`config.mk`:
```
export PLATFORM = sky130hd
export DESIGN_NAME = csa_front
export DESIGN_NICKNAME = d
export VERILOG_FILES = /design/src/hw/rtl/csa_pkg.sv /design/src/hw/rtl/csa_front.sv
export SDC_FILE = /design/constraint.sdc
export NUM_CORES = 1
export LEC_CHECK = 0
export ABC_CLOCK_PERIOD_IN_PS = 3300
export BUFFER_PORTS_ARGS = -buffer_cell sky130_fd_sc_hd__buf_2
export CAP_MARGIN = 20
export CORE_MARGIN = 10
export CORE_UTILIZATION = 38
export DETAILED_ROUTE_END_ITERATION = 16
export GPL_TIMING_DRIVEN = 0
export PLACE_DENSITY = 0.81
export SLEW_MARGIN = 30
export SYNTH_ARGS = -nofsm -noshare
export SYNTH_HDL_FRONTEND = slang
export SYNTH_SLANG_ARGS = --single-unit
```
`constraint.sdc`:
```
create_clock -name clk -period 3.3 [get_ports clk]
set_input_delay 0.99 -clock clk [delete_from_list [all_inputs] [get_ports clk]]
set_output_delay 0.99 -clock clk [all_outputs]
set_load 0.05 [all_outputs]
```
`src/hw/rtl/csa_pkg.sv`:
```
// shared types and constants of the count sketch accumulator
package csa_pkg;

    // opcodes of an input transaction
    localparam logic [1:0] OP_ACCUM      = 2'd0;
    localparam logic [1:0] OP_READ       = 2'd1;
    localparam logic [1:0] OP_READ_CLEAR = 2'd2;

    // configuration register indexes
    localparam logic [1:0] REG_BUCKETS = 2'd0;
    localparam logic [1:0] REG_VEC_LEN = 2'd1;

    // field and register widths
    localparam int CFG_INDEX_W = 2;
    localparam int CFG_DATA_W  = 9;
    localparam int BKT_CFG_W   = 9;
    localparam int VEC_CFG_W   = 7;
    localparam int ACC_W       = 48;

    // register reset values
    localparam logic [BKT_CFG_W-1:0] BKT_CFG_RESET = 9'd256;
    localparam logic [VEC_CFG_W-1:0] VEC_CFG_RESET = 7'd64;

    // saturation limits of the accumulator
    localparam logic signed [ACC_W-1:0] ACC_MAX = {1'b0, {(ACC_W-1){1'b1}}};
    localparam logic signed [ACC_W-1:0] ACC_MIN = {1'b1, {(ACC_W-1){1'b0}}};

    // input transaction
    typedef struct packed {
        logic [1:0]         opcode;
        logic [7:0]         bucket;
        logic [5:0]         row;
        logic               negate;
        logic signed [31:0] entry_value;
    } csa_in_t;

    // result transaction
    typedef struct packed {
        logic                    status;
        logic signed [ACC_W-1:0] sum_value;
    } csa_out_t;

    // classified operation passed from front to back
    typedef struct packed {
        logic [1:0]         opcode;
        logic               negate;
        logic signed [31:0] entry_value;
        logic               oor;
    } csa_op_t;

    // back end status seen by the top level
    typedef struct packed {
        logic clr_busy;
        logic s1_valid;
    } csa_back_status_t;

endpackage

```
`src/hw/rtl/csa_front.sv`:
```
// front end: configuration registers, range check and address calculation
module csa_front
    import csa_pkg::*;
#(
    parameter int BUCKETS    = 256,
    parameter int VECTOR_LEN = 64,
    parameter int AW         = 14
) (
    input  logic                   clk,
    input  logic                   rst_n,
    input  logic                   cfg_wr,
    input  logic [CFG_INDEX_W-1:0] cfg_index,
    input  logic [CFG_DATA_W-1:0]  cfg_data,
    input  csa_in_t                in_data,
    output csa_op_t                op,
    output logic [AW-1:0]          addr
);

    logic [BKT_CFG_W-1:0] bkt_cfg_reg;
    logic [VEC_CFG_W-1:0] vec_cfg_reg;
    logic                 bkt_ok;
    logic                 row_ok;
    logic [31:0]          addr_full;

    // configuration writes, unknown indexes are dropped
    always_ff @(posedge clk or negedge rst_n)
    begin
        if (!rst_n)
        begin
            bkt_cfg_reg <= BKT_CFG_RESET;
            vec_cfg_reg <= VEC_CFG_RESET;
        end
        else if (cfg_wr)
        begin
            case (cfg_index)
                REG_BUCKETS: bkt_cfg_reg <= cfg_data[BKT_CFG_W-1:0];
                REG_VEC_LEN: vec_cfg_reg <= cfg_data[VEC_CFG_W-1:0];
                default: ;
            endcase
        end
    end

    // range check against both register and store size
    always_comb
    begin
        bkt_ok = ({1'b0, in_data.bucket} < bkt_cfg_reg)
              && (32'(in_data.bucket) < 32'(BUCKETS));
        row_ok = ({1'b0, in_data.row} < vec_cfg_reg)
              && (32'(in_data.row) < 32'(VECTOR_LEN));
    end

    // entry address is bucket-major
    assign addr_full = 32'(in_data.bucket) * 32'(VECTOR_LEN) + 32'(in_data.row);
    assign addr      = addr_full[AW-1:0];

    // classified operation
    always_comb
    begin
        op.opcode      = in_data.opcode;
        op.negate      = in_data.negate;
        op.entry_value = in_data.entry_value;
        op.oor         = !(bkt_ok && row_ok);
    end

endmodule

```
==> flow_summary.toml <==
[outcome]
status = "complete, no violations"

[timing]
fmax_mhz = 304
setup_ws_ps = 14.9
setup_viol = 0
relSlewSlack = 0.684
final.min_clock_period_ps = 3290
fin_setup_tns_ps = 0
hold_viol_final = 0
drv_slew = 0
rsz0062_at_grt = "no"
fin_worst_skew_ps = 0
whs_ps = 512
worst_pin_slew_ps = 472
fin_crit_sh = 0.995

[die]
row_count = 21
dieArea_um2 = 6090
start_util = 0.390
core_um2 = 3280
fp.dieH_um = 78.0
fp.dieW_um = 78.0
ios = 113

[clock_network]
cts-root-buf = "clkbuf_4"
cts_tree = "built"
numClockSinks = 16
worstSkewPairLatency_ps = 290
clock_path_buffers = 2
cts.htree.levels = 1
cts_buffers = 3
clk_pin_slew_ps = 90

[hold_path]
min_path_type = "flip-flop to flip-flop"

[pwr]
vdd_drop_max_mv = 0.207
switching_share = 0.415
p_per_area_nw_per_um2 = 404
power.leakage_nw = 1.01
p_int_mw = 0.432
clockPowerShare = 0.147
p_sw_mw = 0.307
pwr-share-comb = 0.514
seqPwrFrac = 0.339

[finish]
fin_cells = 260
layout_common_cells = "76 x buf_2, 50 x buf_4, 14 x dfrtp_1"
syn_to_final_growth_pct = 42.8
fin_util = 0.557
nets = 290
layout.cells.most_common = "buf_2"
layout-drive-gt1-share = 0.706
antenna_cells = 0
largest_reg_flops = 9

[place]
placed_cells = 256
numPortBuffers = 77
gp_routability_congestion = 0.771
dpl.hpwl_mm = 3.10
place_ws_ps = -48.7

[logic_synthesis]
yosysUniqueCellTypes = 22
mappedNetlistNets = 208
synth-seq-cells = 16
synth_warnings = 0
synthCells = 133
syn_area_per_cell_um2 = 9.62
synth_top_area_cell = "buf_4"
synth_top_area_frac = 0.287
ys_seq_area_frac = 0.315
ys_top_cells_by_area = "buf_4 29%, dfrtp_1 27%, ha_1 12%"
syn_area_um2 = 1280

[critical_path]
worstSetupPathType = "input pin to primary output"
cp_num_buf_inv = 2
cp_slowest_stage_delay_ps = 340
required_ps = 2310
cp_max_fo = 2
cp_cell_sequence = "buf_2 -> ha_4 -> a21o_1 -> a21oi_2 -> o22ai_1 -> or3_1 -> buf_6"
cp_top_family = "compound AO/OA/AOI/OAI gates"
start_kind = "input pin"
crit_slowest_cell = "or3_1"
endpoint_kind = "primary output"
cp.arrival_ps = 2300

[drt]
dr.pass1.iters = 4
vias_per_cell = 4.11
routed_wl_mm = 3.52
routed.top_layer = "met4"
met2_length_mm = 1.85
via_count = 1069
drtIter0Drc = 19
route.met3.wl_um = 441
post_drt_wl_per_cell_um = 13.6
ant_nets = 0
wl_met1_mm = 1.21
drc = 0

[global_routing]
grt_pass1_wl_mm = 5.41
grt_usage = 0.106
grt_max_degree = 17
grt_pass1_vias = 1199
antenna_found_initial = 0
gr-total-overflow = 0

[run]
cap_violations = 0
## cell type report
type	instances	area, µm²
clock buffers	4	26.3
fillers	301	1460
multi-input cells	55	529
inverters	12	45.0
well taps	46	57.6
plain buffers	50	373
repair buffers	77	394
flip-flops and latches	16	403
## stage by stage
step	total power, mW	area [µm²]
floorplan	0.522	1280
global placement	0.595	1720
detailed placement	0.606	1720
CTS	0.727	1780
global route	0.785	1830
finish	0.739	1830
## power groups by stage
stage	combinational, mW	sequential (mW)	clock [mW]
detailed placement	0.350	0.256	0
CTS	0.367	0.251	0.108
global placement	0.342	0.253	0
global route	0.412	0.256	0.117
floorplan	0.272	0.250	0
finish	0.380	0.251	0.108
## synthesized netlist by cell type (all sizes together)
cell and number:
nand2b 2, mux2 9, nand3b 1, dfstp 2, a21oi 4, and4b 1, nand2 8, inv 12
nor3b 1, dfrtp 14, or3 1, a211oi 2, o22ai 2, nand3 1, o21ai 8, buf 50
a21o 2, ha 12, nand4b 1
## path summary, 6_finish.rpt
path                                            startpoint                          to  slack, ps  cells past startpoint
worst max-delay path                           in_data[45]                       op[0]         10                      7
min in group asynchronous                            rst_n  vec_cfg_reg[1]$_DFFE_PN0P_        590                      1
worst min-delay path            vec_cfg_reg[5]$_DFFE_PN0P_  vec_cfg_reg[5]$_DFFE_PN0P_        510                      1
worst min register to register  vec_cfg_reg[5]$_DFFE_PN0P_  vec_cfg_reg[5]$_DFFE_PN0P_        510                      1
max in group asynchronous                            rst_n  vec_cfg_reg[6]$_DFFE_PN1P_       2410                      1
worst max register to register  vec_cfg_reg[0]$_DFFE_PN0P_  vec_cfg_reg[0]$_DFFE_PN0P_       2510                      1
## metal layers
metal	global-route usage	up-vias
met5	0	-
met4	0.0269	0
met3	0.0592	4
met2	0.187	56
met1	0.105	455
li1	-	554
## logic make-up (layout without fill, tap and decap cells)
logic type,after synthesis,after routing,share of synthesized area
buffers and inverters,62,143,0.326
AND/OR/NAND/NOR,16,16,0.0782
adder cells (fa/ha/maj),12,12,0.117
multiplexers,9,9,0.0792
flip-flops,16,16,0.315
AO/OA/AOI/OAI,18,18,0.0841
## what timing repair did
item | 4_1_cts | 5_1_grt
hold buffers | 0 | 0
resized for setup | 5 | 6
cloned | 0 | 0
setup endpoints to repair | 1 | 1
pin swaps | 2 | 7
buffers inserted | 0 | 0
Note: power is estimated with default switching activity, not from simulation.
