### src/hw/rtl/csa_queue.sv
// short register fifo between front and back end
module csa_queue #(
    parameter int W     = 50,
    parameter int DEPTH = 4
) (
    input  logic         clk,
    input  logic         rst_n,
    input  logic         push,
    input  logic [W-1:0] push_data,
    output logic         full,
    input  logic         pop,
    output logic [W-1:0] pop_data,
    output logic         empty
);

    localparam int PW = $clog2(DEPTH);
    localparam int CW = $clog2(DEPTH + 1);

    logic [W-1:0]  slot_reg [DEPTH];
    logic [PW-1:0] wr_ptr_reg;
    logic [PW-1:0] rd_ptr_reg;
    logic [CW-1:0] count_reg;
    logic [CW-1:0] count_next;

    assign full     = (count_reg == CW'(DEPTH));
    assign empty    = (count_reg == '0);
    assign pop_data = slot_reg[rd_ptr_reg];

    // occupancy
    always_comb
    begin
        count_next = count_reg;
        if (push && !pop)
        begin
            count_next = count_reg + 1'b1;
        end
        else if (pop && !push)
        begin
            count_next = count_reg - 1'b1;
        end
    end

    // pointers wrap at the depth
    always_ff @(posedge clk or negedge rst_n)
    begin
        if (!rst_n)
        begin
            wr_ptr_reg <= '0;
            rd_ptr_reg <= '0;
            count_reg  <= '0;
        end
        else
        begin
            count_reg <= count_next;
            if (push)
            begin
                wr_ptr_reg <= (wr_ptr_reg == PW'(DEPTH - 1)) ? '0 : wr_ptr_reg + 1'b1;
            end
            if (pop)
            begin
                rd_ptr_reg <= (rd_ptr_reg == PW'(DEPTH - 1)) ? '0 : rd_ptr_reg + 1'b1;
            end
        end
    end

    // storage
    always_ff @(posedge clk)
    begin
        if (push)
        begin
            slot_reg[wr_ptr_reg] <= push_data;
        end
    end

endmodule

### config.mk
export PLATFORM = sky130hd
export DESIGN_NAME = csa_queue
export DESIGN_NICKNAME = d
export VERILOG_FILES = /design/src/hw/rtl/csa_queue.sv
export SDC_FILE = /design/constraint.sdc
export NUM_CORES = 1
export LEC_CHECK = 0
export ABC_AREA = 1
export ABC_CLOCK_PERIOD_IN_PS = 3180
export BUFFER_PORTS_ARGS = -buffer_cell sky130_fd_sc_hd__buf_2
export CORE_MARGIN = 5
export CORE_UTILIZATION = 45
export CTS_CLUSTER_SIZE = 8
export DETAILED_ROUTE_END_ITERATION = 10
export PLACE_DENSITY_LB_ADDON = 0.2
export SLEW_MARGIN = 40
export SYNTH_ARGS = -nofsm -noshare
export SYNTH_HDL_FRONTEND = slang
export SYNTH_SLANG_ARGS = --single-unit
### constraint.sdc
create_clock -name clk -period 3.18 [get_ports clk]
set_input_delay 0.159 -clock clk [delete_from_list [all_inputs] [get_ports clk]]
set_output_delay 0.159 -clock clk [all_outputs]
set_load 0.03 [all_outputs]
==> summary.md, run 1 <==
| Metric | Value |
|---|---|
| Placement Setup Slack | 1.20 ns |
| Area of the multi-input gates | 1530 um2 |
| Synth Area in XOR/XNOR | less than 1% |
| Antenna violations before repair | 0 |
| Largest area contributor in the netlist | edfxtp_1 |
| Seq/Total Area, Yosys | 73.3% |
| Remaining antenna violation count | 0 |
| Vias post-DR | just over 5000 |
| Width of the chip | 147 um |
| Final critical-path required period | ~2.5 ns |
| I/O pin total | about 110 |
| Nets@finish | 861 |
| WL per Instance | 16.1 um |
| Cells after synthesis | 636 |
| Largest family of logic cells by synthesized area | compound AO/OA/AOI/OAI gates |
| Syn nets | between 600 and 700 |
| Clock sink count | approximately 210 |
| Relative slew slack | 54.7% |
| RD Place Congestion | 0.706 |
| Skew-Pair Late Insertion Delay | 0.51 ns |
| Dominant cells by area after synthesis | edfxtp_1 71%, o211ai_1 8.7%, nand2_1 7.3%, inv_1 4.9%, buf_6 2.8% |
| Peak supply drop | approximately 610 uV |
| Core area | 18600 um2 |
| CTS max path bufs | 3 |
| Leakage | between 4 and 5 nW |
| Commonest non-fill, non-tap cell in the layout | edfxtp_1 |
| Post-Syn Area per Cell | 13.3 um2 |
| 1st-pass router iterations | 4 |
| Synth warn | 0 |
| Yosys top cell area share | 71.2% |
| TNS Setup | 0 ns |
| Largest net degree at the start of global routing | 82 |
| Switching pwr | 0.00355 W |
| Synth Area in Compound Gates | 9.26% |
| Clock group share of total power | 27.4% |
| GRT overflow | 0 |
| Fmax | 397 MHz |
| CP arrival | roughly 2.4 ns |
| Status | finished clean |
| Reg power frac | 37.9% |
| Post-synthesis mux area share | 0% |
| Startpoint types | flop |
| Post-Layout Inst Area | 10400 um2 |
| Crit path kind | reg -> out |
| Die Ht | 147 um |
| Routed wire length | between 15000 and 20000 um |
| Clock root cell | clkbuf_16 |
| Fin crit share | 79.1% |
| Post-Syn Area | 8430 um2 |
| Rows | 50 |
| Area post-placement | between 9000 and 10000 um2 |
| Final worst slack | 0.664 ns |
| Worst-path clk slew | about 0.05 ns |
| P_int | between 0.006 and 0.007 W |
| Vias per cell | approximately 4.9 |
| Clock skew | 0.0114 ns |
| Final hold violation count | 0 |
| RSZ-0062 raised after global routing | false |
| First DRT Iteration DRCs | 199 |
| Full die area | 21600 um2 |
| Reg area | 6180 um2 |
| Switching share of power | 37.0% |
| Max Cap Viol | 0 |
| Commonest cells after routing, fill and taps aside | 200 x edfxtp_1, 165 x nand2_1, 107 x inv_1, 105 x buf_2, 98 x o211ai_1 |
| Setup violators final | 0 |
| CTS buffer count | 29 |
| Fill cell count | 1521 |
| Port bufs | 105 |
| H-Tree Depth | 1 |
| Starting density of the core | 45.4% |
| Combinational fraction of design power | between 30% and 40% |
| CTS tree | built |
| Hold WC Path Type | in -> reg |
| Slew @ Worst Pin | 0.679 ns |
| Final Power | 0.00960 W |
| Synth Register Bits | 207 |
| Pwr dens | 925 nW/um2 |
| Total Routing Usage GR | 15.5% |
| Post-synthesis simple-gate area fraction | 7.69% |
| Fin util | 55.8% |
| Vias in the first global route | 5246 |
| Area Growth Syn to Fin | 23.0% |
| Crit-path max FO | between 70 and 80 |
| DP HPWL | 9730 um |
| Share of cells above drive strength 1 | 18.5% |
| CTS resizes | 0 |
| CP Capture Type | output pin |
| Synth Area in Adders | 1.13% |
| Synth cell types | 18 |
| Max reg flops | 200 |
| CP required | about 3.0 ns |
| Fin. max-slew vios | 0 |
| DRC viols | 0 |
| First-pass GRT wire length | 26800 um |
==> kinds of logic (layout without fill, tap and decap cells) <==
logic type / after synthesis / after routing
adders and majority gates: 7 / 7
other: 0 / 1
AOI/OAI and AO/OA: 104 / 104
buffers and inverters: 146 / 320
DFF: 207 / 207
xor gates and xnor gates: 1 / 1
and+or+nand+nor: 171 / 171
==> worst max-delay path: stages (launching register included) <==
cell	delay, ns
dfrtp_1	0.43
inv_6	0.39
buf_4	0.48
nand2_1	0.09
o211ai_1	0.10
nand2_1	0.10
buf_2	0.19
==> cells in the mapped netlist (all sizes together) <==
cell type and n:
edfxtp 200, nand2 165, inv 113, o211ai 100, buf 32, dfrtp 7
ha 6, o21ai 4, nor2 2, nor3 2, clkbuf 1, fa 1
nand3 1, nand4 1, xnor2 1
==> layer usage <==
metal  track usage, %  vias up  part of all wire [%]
li1                 -     2541                     -
met1             19.6     2439                    43
met2             26.3      136                    49
met3             3.49       35                   5.2
met4             5.59        0                   2.8
met5                0        -                     0
==> per-stage QoR <==
step	hold WS (ns)	cells
CTS	0.372	1044
global route	0.385	1044
detailed placement	0.00207	949
finish	0.394	1045
floorplan	-0.137	636
global placement	-0.00157	949
==> power by group through the flow <==
stage	Combinational (W)	Clock [W]	Sequential, W
final	0.00333	0.00263	0.00364
after detailed placement	0.00333	0	0.00369
after global placement	0.00328	0	0.00367
after CTS	0.00340	0.00270	0.00364
after global routing	0.00365	0.00282	0.00368
after floorplan	0.00253	0	0.00366
==> final timing paths <==
path	start	endpoint	slack (ns)	depth (start not counted)
worst max-delay path	rd_ptr_reg[0]	pop_data[2]	0.66	6
worst min-delay path	push_data[27]	slot_reg[2][27]	0.39	2
worst max register to register	wr_ptr_reg[0]	slot_reg[2][39]	1.25	5
worst min register to register	count_reg[2]	count_reg[2]	0.50	2
max in group asynchronous	rst_n	rd_ptr_reg[1]	2.25	3
min in group asynchronous	rst_n	wr_ptr_reg[0]	0.66	3
==> repair_timing <==
item                      in CTS  in global routing
hold buffers                  54                  0
hold endpoints to repair     211                  0
setup buffers                  0                  0
==> layout make-up <==
type	count	share of cell area, %
timing repair buffer	166	11.1
antenna	1	0.0241
clock buffer	41	7.43
multi-input combinational	283	14.8
sequential	207	59.6
inverter	113	4.16
tap	234	2.82
Note: power is estimated with default switching activity, not from simulation.
==> run 2: changes to the inputs <==
--- a/config.mk
+++ b/config.mk
@@ -6,7 +6,7 @@
 export NUM_CORES = 1
 export LEC_CHECK = 0
 export ABC_AREA = 1
-export ABC_CLOCK_PERIOD_IN_PS = 3180
+export ABC_CLOCK_PERIOD_IN_PS = 2200
 export BUFFER_PORTS_ARGS = -buffer_cell sky130_fd_sc_hd__buf_2
 export CORE_MARGIN = 5
 export CORE_UTILIZATION = 45
==> constraint.sdc (replaced) <==
create_clock -name clk -period 2.2 [get_ports clk]
set_input_delay 0.11 -clock clk [delete_from_list [all_inputs] [get_ports clk]]
set_output_delay 0.11 -clock clk [all_outputs]
set_load 0.03 [all_outputs]
==> run 2 against run 1 <==
Effect of this change:
- register-to-register slack worse by 0.68 ns
- clock-buffer cell count increased by 12
- flip-flop and latch count is the same
- total power is 48% higher
- non-clock buffer count rose by 8
- critical path depth shrank 1
- clock skew down 0.0057 ns
- routed wire length is 1.8% higher
- critical endpoint is now pop_data[19]
- largest cell class unchanged
==> summary.md, run 2 (same netlist as run 1, synthesis figures left out) <==
| Metric | Value |
|---|---|
| CTS max path bufs | 3 (unchanged) |
| Fin. max-slew vios | 0 (unchanged) |
| WL per Instance | 16.1 um (-0.12%) |
| Final hold violation count | 0 (unchanged) |
| Share of cells above drive strength 1 | 19.2% (+0.64 points) |
| Rows | 50 (unchanged) |
| Critical-path top delay cell | dfrtp_2 |
| Die Ht | 147 um (unchanged) |
| Max Cap Viol | 0 (unchanged) |
| CP Cell Sequence | inv_4 > buf_12 > o211ai_1 > nand2_1 > buf_2 |
| Port bufs | 105 (unchanged) |
| CP endpoint | pop_data[19] |
| Final worst slack | 0.140 ns (-0.524 ns) |
| Width of the chip | 147 um (unchanged) |
| Vias post-DR | 5133 (-0.35%) |
| Commonest cells after routing, fill and taps aside | 200 x edfxtp_1, 165 x nand2_1, 107 x inv_1, 105 x buf_2, 98 x o211ai_1 |
| Fin util | 56.9% (+1.1 points) |
| Commonest non-fill, non-tap cell in the layout | edfxtp_1 |
| Reg2reg setup slack | 0.57 ns (-0.68 ns) |
| Routed wire length | 17100 um (+1.8%) |
| DP HPWL | 10200 um (+5.0%) |
| Clock root cell | clkbuf_16 |
| Nets@finish | 869 (+0.93%) |
| Max reg flops | 200 (unchanged) |
| Antenna violations before repair | 1 (+1) |
| DRC viols | 0 (unchanged) |
| Skew-Pair Late Insertion Delay | 0.51 ns (about the same) |
| Critical Path Start | rd_ptr_reg[1] |
| Setup violators final | 0 (unchanged) |
| Area of the multi-input gates | 1530 um2 (unchanged) |
| Post-Layout Inst Area | 10600 um2 (+2.0%) |
| Post-CTS repair timing setup buffer count | 0 (unchanged) |
| CP Capture Type | output pin |
| CP Buf/Inv Count | 3 (unchanged) |
| Clock sink count | 207 (unchanged) |
| Vias in the first global route | 5456 (+4.0%) |
| Vias per cell | 4.82 (-2.2%) |
| H-Tree Depth | 1 (unchanged) |
| Pwr dens | 1350 nW/um2 (+46%) |
| Largest net degree at the start of global routing | 53 (-35%) |
| First DRT Iteration DRCs | 256 (+29%) |
| Startpoint types | flop |
| Starting density of the core | 45.4% (unchanged) |
| Fmax | 485 MHz |
| 1st-pass router iterations | 4 (unchanged) |
| Core area | 18600 um2 (unchanged) |
| CP required | 2.09 ns (-0.93 ns) |
| CP arrival | 1.95 ns (-0.41 ns) |
| Worst-case reg-to-reg path depth | 5 (unchanged) |
| Area post-placement | 9200 um2 (+1.6%) |
| Worst hold slack | 0.352 ns (-0.0424 ns) |
| R2R Path End | slot_reg[0][22] |
| Hold WC Path Type | in -> reg |
| Full die area | 21600 um2 (unchanged) |
| Fin crit share | a little over nine tenths |
| Reg area | 6180 um2 (about the same) |
| Reg-to-Reg Start | wr_ptr_reg[0] |
| CP Depth | 5 (-1) |
| Slew @ Worst Pin | 0.456 ns (-0.222 ns) |
| TNS Setup | 0 ns (unchanged) |
| RSZ-0062 raised after global routing | false |
| Leakage | 4.33 nW (+2.0%) |
| RD Place Congestion | 0.749 (+6.1%) |
| First-pass GRT wire length | 28000 um (+4.6%) |
| GRT overflow | 0 (unchanged) |
| CTS buffer count | 29 (unchanged) |
| Crit path kind | reg -> out |
| Status | finished clean |
| Area Growth Syn to Fin | 25.4% |
| Placement Setup Slack | 0.530 ns (-0.668 ns) |
| Worst-path clk slew | 0.05 ns (about the same) |
| Fill cell count | 1486 (-2.3%) |
| I/O pin total | 106 (unchanged) |
| Clock skew | 0.00565 ns (-0.00571 ns) |
| Cell family contributing the most delay on the critical path | buffers and inverters |
| Final critical-path required period | 2.06 ns |
| Crit-path max FO | 28 (-64%) |
| Total Routing Usage GR | 16.1% (+0.57 points) |
| Remaining antenna violation count | 0 (unchanged) |
| Peak supply drop | 725 uV (+20%) |
| Max incr delay on CP | 0.54 ns (+0.06 ns) |
| CTS tree | built |
| Relative slew slack | 69.5% (+15 points) |
[run 2: worst min-delay path by stage]
stage                  startpoint              end  slack (ns)  cells after the start
floorplan                   rst_n     count_reg[0]       -0.19                      0
global placement            rst_n     count_reg[0]       -0.04                      1
detailed placement          rst_n     count_reg[2]       -0.03                      1
CTS                 push_data[15]  slot_reg[3][15]        0.33                      2
global route        push_data[19]  slot_reg[2][19]        0.35                      2
finish              push_data[16]  slot_reg[0][16]        0.35                      2
[run 2: stage by stage]
step / cells / power, W
floorplan: 636 / 0.00895
global placement: 957 / 0.0103
detailed placement: 957 / 0.0104
CTS: 1064 / 0.0144
global route: 1065 / 0.0151
finish: 1065 / 0.0142
[run 2: cell type report]
class | count | area share (%)
clock buffer | 53 | 7.72
tap | 234 | 2.77
antenna | 1 | 0.0237
inverter | 113 | 4.15
timing repair buffer | 174 | 12.4
sequential | 207 | 58.5
multi-input combinational | 283 | 14.5
[run 2: power breakdown]
group          leakage [nW]  switching (W)  internal, W
Clock                 0.386        0.00148      0.00245
Combinational          2.03        0.00350      0.00150
Sequential             1.92       0.000246      0.00507
[run 2: routing by layer]
| layer | up-vias | part of all wire (%) | GRT usage, % |
|---|---|---|---|
| li1 | 2568 | - | - |
| met5 | - | 0 | 0 |
| met3 | 28 | 5.5 | 3.27 |
| met1 | 2405 | 43 | 20.5 |
| met4 | 0 | 2.4 | 5.31 |
| met2 | 132 | 49 | 27.6 |
[run 2: timing repair]
item,in CTS,in global routing
gates resized for setup,0,7
endpoints found under the hold margin,211,0
hold buffers,54,0
setup endpoints to repair,0,38
